File: src/rtl/srpe_pkg.sv
`timescale 1ns / 1ps
// ----------------------------------------------------------------------------
// srpe_pkg: shared types and constants of the sensor record encoder
// Field widths, tag layout, varint digit size, the serializer phase type
// and the control/status bundles between sequencer and serializer.
// ----------------------------------------------------------------------------
package srpe_pkg;

	localparam int WORD_W    = 32;
	localparam int BYTE_W    = 8;
	localparam int DIGIT_W   = 7;
	localparam int FLD_W     = 3;
	localparam int TAG_SHIFT = 3;
	localparam int QUEUE_D   = 5;

	localparam logic [FLD_W-1:0] FIELD_FIRST = 3'd1;
	localparam logic [FLD_W-1:0] SIGNED_LAST = 3'd4;
	localparam logic [FLD_W-1:0] FIELD_LAST  = 3'd6;

	typedef enum logic [1:0] {
		PH_IDLE,
		PH_TAG,
		PH_DATA
	} srpe_phase_t;

	// sequencer to serializer
	typedef struct packed {
		logic              start;
		logic              adv;
		logic [FLD_W-1:0]  fld;
		logic [WORD_W-1:0] val;
	} srpe_vctl_t;

	// serializer to sequencer
	typedef struct packed {
		logic              active;
		logic              fld_end;
		logic [FLD_W-1:0]  fld;
		logic [BYTE_W-1:0] data;
	} srpe_vsts_t;

endpackage

File: src/rtl/srpe_varint.sv
`timescale 1ns / 1ps
// ----------------------------------------------------------------------------
// srpe_varint: tag and base-128 varint serializer for one field
// Loads a field value (zigzag coding the signed fields), emits the tag byte,
// then shifts the value out seven bits per transfer, low digit first.
// ----------------------------------------------------------------------------
module srpe_varint import srpe_pkg::*; (
	input  logic       clk,
	input  logic       arst_n,
	input  srpe_vctl_t ctl,
	output srpe_vsts_t sts
);

	srpe_phase_t       phase_q, phase_d;
	logic [WORD_W-1:0] val_q;
	logic [FLD_W-1:0]  fld_q;
	logic              more;
	logic              fld_end;
	logic [WORD_W-1:0] load_val;

	// state register
	always_ff @(posedge clk or negedge arst_n) begin
		if (!arst_n) begin
			phase_q <= PH_IDLE;
		end else begin
			phase_q <= phase_d;
		end
	end

	// remaining digits beyond the current one
	assign more    = |val_q[WORD_W-1:DIGIT_W];
	assign fld_end = (phase_q == PH_DATA) && !more;

	// next state
	always_comb begin
		phase_d = phase_q;
		unique case (phase_q)
			PH_IDLE: begin
				if (ctl.start) begin
					phase_d = PH_TAG;
				end
			end
			PH_TAG: begin
				if (ctl.adv) begin
					phase_d = PH_DATA;
				end
			end
			PH_DATA: begin
				if (ctl.adv && !more) begin
					phase_d = ctl.start ? PH_TAG : PH_IDLE;
				end
			end
			default: begin
				phase_d = PH_IDLE;
			end
		endcase
	end

	// status follows the phase, the field register and the shift register only
	always_comb begin
		sts.active  = (phase_q == PH_TAG) || (phase_q == PH_DATA);
		sts.fld_end = fld_end;
		sts.fld     = fld_q;
		sts.data    = (phase_q == PH_TAG) ? (BYTE_W'(fld_q) << TAG_SHIFT)
			: {more, val_q[DIGIT_W-1:0]};
	end

	// zigzag the signed fields on load
	always_comb begin
		if (ctl.fld <= SIGNED_LAST) begin
			load_val = {ctl.val[WORD_W-2:0], 1'b0} ^ {WORD_W{ctl.val[WORD_W-1]}};
		end else begin
			load_val = ctl.val;
		end
	end

	// load a field, or drop one digit per data transfer
	always_ff @(posedge clk) begin
		if (ctl.start) begin
			val_q <= load_val;
			fld_q <= ctl.fld;
		end else if (phase_q == PH_DATA && ctl.adv) begin
			val_q <= val_q >> DIGIT_W;
		end
	end

endmodule

File: config.mk
export PLATFORM = sky130hd
export DESIGN_NAME = srpe_varint
export DESIGN_NICKNAME = d
export VERILOG_FILES = /design/src/rtl/srpe_pkg.sv /design/src/rtl/srpe_varint.sv
export SDC_FILE = /design/constraint.sdc
export NUM_CORES = 1
export LEC_CHECK = 0
export BUFFER_PORTS_ARGS = -buffer_cell sky130_fd_sc_hd__buf_2
export CAP_MARGIN = 20
export CORE_ASPECT_RATIO = 0.9
export CORE_MARGIN = 5
export CORE_UTILIZATION = 58
export CTS_CLUSTER_DIAMETER = 120
export DETAILED_ROUTE_END_ITERATION = 16
export HOLD_SLACK_MARGIN = 0.1
export PLACE_DENSITY = 0.92
export SETUP_SLACK_MARGIN = 0.05
export SLEW_MARGIN = 20
export SYNTH_ARGS = -nofsm -noshare
export SYNTH_HDL_FRONTEND = slang
export SYNTH_SLANG_ARGS = --single-unit
File: constraint.sdc
create_clock -name clk -period 3.1 [get_ports clk]
set_input_delay 0 -clock clk [delete_from_list [all_inputs] [get_ports clk]]
set_output_delay 0 -clock clk [all_outputs]
set_load 0.005 [all_outputs]
# Yosys cells after proc, flatten, opt, wreduce, memory -nomap -nowiden
# Cells that the tools add are included.
[totals]
register_bits = 37
inputBits = 39
output_inout_bits = 13
elab_cells = 28
[op_classes]
n_lt_le_gt_ge = 1
n_eq_ne = 5
mux = 9
n_bitwise = 1
n_reduce_logical = 9
[op_table]
columns = ["cell", "count"]
rows = [
  ["32-bit 2-to-1 mux", 3],
  ["32-bit XOR", 1],
  ["25-bit OR reduction", 1],
  ["8-bit 2-to-1 mux", 1],
  ["2-bit 2-to-1 mux", 3],
  ["2-bit != test (second input constant)", 3],
  ["2-bit one-hot mux with 3 select lines", 1],
  ["3-bit less-or-equal comparator (second input constant)", 1],
  ["1-bit logical AND", 3],
  ["3-bit AND reduction", 1],
  ["2-bit by 1-bit == test with 1-bit output (second input constant)", 1],
  ["2-bit == test (second input constant)", 1],
  ["2-bit logical NOT", 1],
  ["2-bit nonzero test", 1],
  ["1-bit logical NOT", 1],
  ["1-bit logical OR", 1],
  ["1-bit 2-to-1 mux", 1],
]

# Logic depth before layout (Yosys ltp)
[depth]
depth_word = 5
ltp_mapped = 6
depth_no_buf = 5

# Least setup slack after synthesis
# Ideal clock, no wire load.
[synth_path]
kind = "flip-flop to flip-flop"
startpoint = "reg phase_q[0]"
endpoint = "reg val_q[0], enable pin"
setup_time_ps = 388
arrival_time_ps = 1398
required_time_ps = 2712
setup_slack_ps = 1314
stages_incl_launch_ff = 4
n_path_buf = 0
period_less_slack_ps = 1786
cell_sequence = "dfrtp_1 inv_1 ha_1 a21o_1"
[synth_via]
elab_chain_len = 3
[synth_lines]
columns = ["element", "line", "text"]
rows = [
  ["start: declaration", "srpe_varint.sv:14", "srpe_phase_t phase_q, phase_d;"],
  ["start signal: assignment", "srpe_varint.sv:26", "phase_q <= phase_d;"],
  ["2-bit == test", "srpe_varint.sv:82", "end else if (phase_q == PH_DATA && ctl.adv) begin"],
  ["1-bit logical AND", "srpe_varint.sv:82", ""],
  ["2-bit nonzero test (no source line)", "-", ""],
  ["end signal: assignment", "srpe_varint.sv:80", "val_q <= load_val;"],
  ["end signal: assignment", "srpe_varint.sv:83", "val_q <= val_q >> DIGIT_W;"],
  ["end: declaration", "srpe_varint.sv:15", "logic [WORD_W-1:0] val_q;"],
]
# No other way between the ends.
# A chain may end at the register's enable or synchronous reset.

# Final worst setup path
[layout_path]
startpoint = "in ctl[33] (netlist name)"
endpoint = "reg val_q[1], data pin"
[layout_via]
elab_chain_len = 3
[layout_lines]
columns = ["element", "line", "text"]
rows = [
  ["start: declaration", "srpe_varint.sv:10", "input srpe_vctl_t ctl,"],
  ["3-bit less-or-equal comparator", "srpe_varint.sv:70", "if (ctl.fld <= SIGNED_LAST) begin"],
  ["32-bit 2-to-1 mux", "srpe_varint.sv:70", ""],
  ["32-bit 2-to-1 mux", "srpe_varint.sv:79", "if (ctl.start) begin"],
]
# No other way between the ends.

==> results.cfg <==
[synthesis]
yosysWarnings = 0
synth-seq-area-share_pct = 48.03
yosysTopAreaCellShare_pct = 45.85
syn_area_mm2 = 0.002292
ys_ff_latch = 37
synth_largest_area_cell = edfxtp_1
syn-num-nets = 251
synth.avg_cell_area_um2 = 11.02
syn-instance-count = 208
synth.distinct_cells = 25
synthTopCellsByArea = edfxtp_1 46%, mux2_2 13%, xnor2_1 12%, a21oi_1 5.7%, nor2_1 4.9%

[global_route]
grt_pass1_vias = 1718
grtUsageTotal_pct = 19.76
grt_antenna_before_repair = 0
grt_max_degree = 63
grt_pass1_wl_mm = 8.314
overflow = 0

[power]
switching_share_pct = 27.53
combinationalPowerShare_pct = 28.1
power_frac_seq_pct = 42.1
ir_drop_uv = 523.3
p_leak_nw = 1.129
intPower_mw = 1.215
p_per_area_mw_per_mm2 = 598.5
p_clk_share_pct = 29.8
p_switching_mw = 0.4613

[floorplan]
pin_count = 52
dieArea_mm2 = 0.005311
core_area_mm2 = 0.003757
die_h_um = 69.64
start_util_pct = 61.01
rows = 21
die_w_um = 76.27

[drt]
drc = 0
drt_first_pass_iters = 4
wirelength_mm = 5.055
routedWlPerCell_um = 16.31
antenna_left = 0
drt_iter0_drc = 134
routed_via_density = 5.458
dr_total_vias = 1692

[placed_design]
dpl_worst_slack_ns = 1.369
gp_congestion = 0.7625
port_buffers = 51
placed_cell_area_mm2 = 0.002556
place_hpwl_mm = 3.353

[sta]
worst-slew-pin-transition_ns = 0.8992
period_share_pct = 57.34
setup_viol = 0
setup-tns-final_ns = 0
period_minus_slack_ns = 1.778
hold_viol_final = 0
clock.fmax_mhz = 562.6
skew_ns = 0.01102
rsz0062_at_grt = no
layout_setup_ws_ns = 1.322
maxSlewViolCount = 0
relSlewSlack_pct = 40.06

[critical_path]
slowest_stage = dlygate4sd3_1
path_max_fanout = 62
worstReg2RegStart = val_q[25]$_SDFFCE_PN0P_
slowest_delay_ns = 0.53
timing.rr.end = phase_q[0]$_DFFE_PN0P_
cp_data_arrival_time_ns = 1.82
required_ns = 3.14
criticalPathCategory = primary input to flop
cp-start-kind = primary input
reg2reg_depth = 5
crit_path_end_kind = flop
path_cells = dlygate4sd3_1 > buf_2 > o21ai_4 > buf_4 > a21oi_1 > mux2_2
reg2reg_slack_ns = 1.40

[clock_network]
htreeDepth = 2
cts_resized = 0
cts_tree = yes
clock-root-buffer = clkbuf_8
clk_pin_slew_ns = 0.08
insertion_delay_ns = 0.30
cts_buffer_depth = 2
cts_inserted_buffers = 5
clkSinkCount = 37

[status]
outcome = finished clean

[layout]
final_layout_size_suffix_gt1_share_pct = 34.09
nets = 306
stdcell_area_mm2 = 0.002800
fill_cells = 261
diodes = 0
postLayoutCoreUtil_pct = 74.53
syn_to_final_growth_pct = 22.16

[min_path]
worstHoldStart = ctl[0]
hold_depth = 3
worstHoldEndpoint = val_q[0]$_DFFE_PP_
min_path_type = primary input to flop

[run]
maxCapViolations = 0
==> layout make-up <==
type / instances / area, um^2 / share of cell area (%)
multi-input cells: 152 / 1116 / 39.86
flip-flops and latches: 37 / 1101 / 39.32
repair buffers: 64 / 380.4 / 13.58
clock buffers: 5 / 68.82 / 2.458
clock inverters: 3 / 65.06 / 2.323
well taps: 46 / 57.56 / 2.055
inverters: 3 / 11.26 / 0.4021
==> cell families after synthesis <==
kind of cell | synth area share [%]
AO/OA/AOI/OAI | 9.716
XOR/XNOR | 11.84
adder cells (fa/ha/maj) | 2.183
buffers and inverters | 3.766
flip-flops | 48.04
multiplexers | 14.68
AND/OR/NAND/NOR | 9.771
==> state kept, by name (all words and copies together) (netlist names) <==
name	cells
val_q	32
fld_q	3
phase_q	2
==> routing by layer <==
| layer | global-route usage, % | up-vias | share of wire (%) |
|---|---|---|---|
| li1 | - | 844 | - |
| met1 | 21.96 | 777 | 38 |
| met2 | 34.41 | 57 | 51 |
| met3 | 6.883 | 14 | 7.4 |
| met4 | 7.767 | 0 | 2.7 |
| met5 | 0 | - | 0 |
==> per-stage QoR <==
step	total power, mW	hold slack, ns	instances
global route	1.767	0.1378	310
CTS	1.674	0.1091	310
detailed placement	1.173	-0.2095	291
global placement	1.154	-0.2119	291
floorplan	1.015	-0.2956	208
finish	1.676	0.1058	310
==> cell usage after synthesis <==
cell,instances
mux2_2,27
mux2_1,2
mux2i_1,1
o21ai_1,2
nor3_1,1
nand4_1,1
nand2_1,7
nand3_1,1
nor2_1,30
buf_1,1
ha_1,4
nor4_1,5
a21oi_1,26
buf_2,9
edfxtp_1,35
buf_4,1
nor2b_1,4
o211a_1,6
xnor2_1,31
inv_1,3
a21o_1,1
dfrtp_1,2
clkbuf_1,5
and2_1,2
o221ai_2,1
==> worst max-delay path: cells and delay by family <==
kind                   cells  cell delay (ns)
AOI/OAI and AO/OA          2             0.31
buffers and inverters      3             1.18
muxes                      1             0.31
==> power by group through the flow <==
stage               Sequential (mW)  Clock (mW)  Combinational, mW
floorplan                     0.701           0              0.314
global placement              0.710           0              0.444
detailed placement            0.717           0              0.456
CTS                           0.706       0.499              0.469
global route                  0.716       0.525              0.526
finish                        0.706       0.499              0.471
==> placed cells by master, fill, tap and decap left out, types with 2 or more instances in the layout <==
| cell | Yosys | routed |
|---|---|---|
| inv_1 | 3 | 3 |
| dfrtp_1 | 2 | 2 |
| clkbuf_8 | 0 | 5 |
| nand2_1 | 7 | 7 |
| o211a_1 | 6 | 6 |
| nor4_1 | 5 | 5 |
| nor2b_1 | 4 | 4 |
| mux2_1 | 2 | 2 |
| ha_1 | 4 | 4 |
| mux2_2 | 27 | 27 |
| buf_2 | 9 | 51 |
| dlygate4sd3_1 | 0 | 11 |
| a21oi_1 | 26 | 26 |
| buf_4 | 1 | 2 |
| bufinv_16 | 0 | 2 |
| nor2_1 | 30 | 30 |
| and2_1 | 2 | 2 |
| xnor2_1 | 31 | 31 |
| edfxtp_1 | 35 | 35 |
==> timing repair <==
item,4_1_cts,5_1_grt
setup endpoints to repair,0,0
setup buffers,0,0
endpoints found under the hold margin,11,0
hold buffers,11,0
==> worst max path at each step <==
stage,startpoint,end,slack (ns),depth (start not counted)
after floorplan,phase_q[0]$_DFFE_PN0P_,val_q[0]$_DFFE_PP_,1.31,3
after detailed placement,val_q[26]$_SDFFCE_PN0P_,phase_q[0]$_DFFE_PN0P_,1.37,5
after CTS,val_q[25]$_SDFFCE_PN0P_,phase_q[0]$_DFFE_PN0P_,1.35,5
after global placement,val_q[26]$_SDFFCE_PN0P_,phase_q[1]$_DFFE_PN0P_,1.49,5
after global routing,ctl[33],val_q[1]$_DFFE_PP_,1.23,6
final,ctl[33],val_q[1]$_DFFE_PP_,1.32,6
Note: power is estimated with default switching activity, not from simulation.
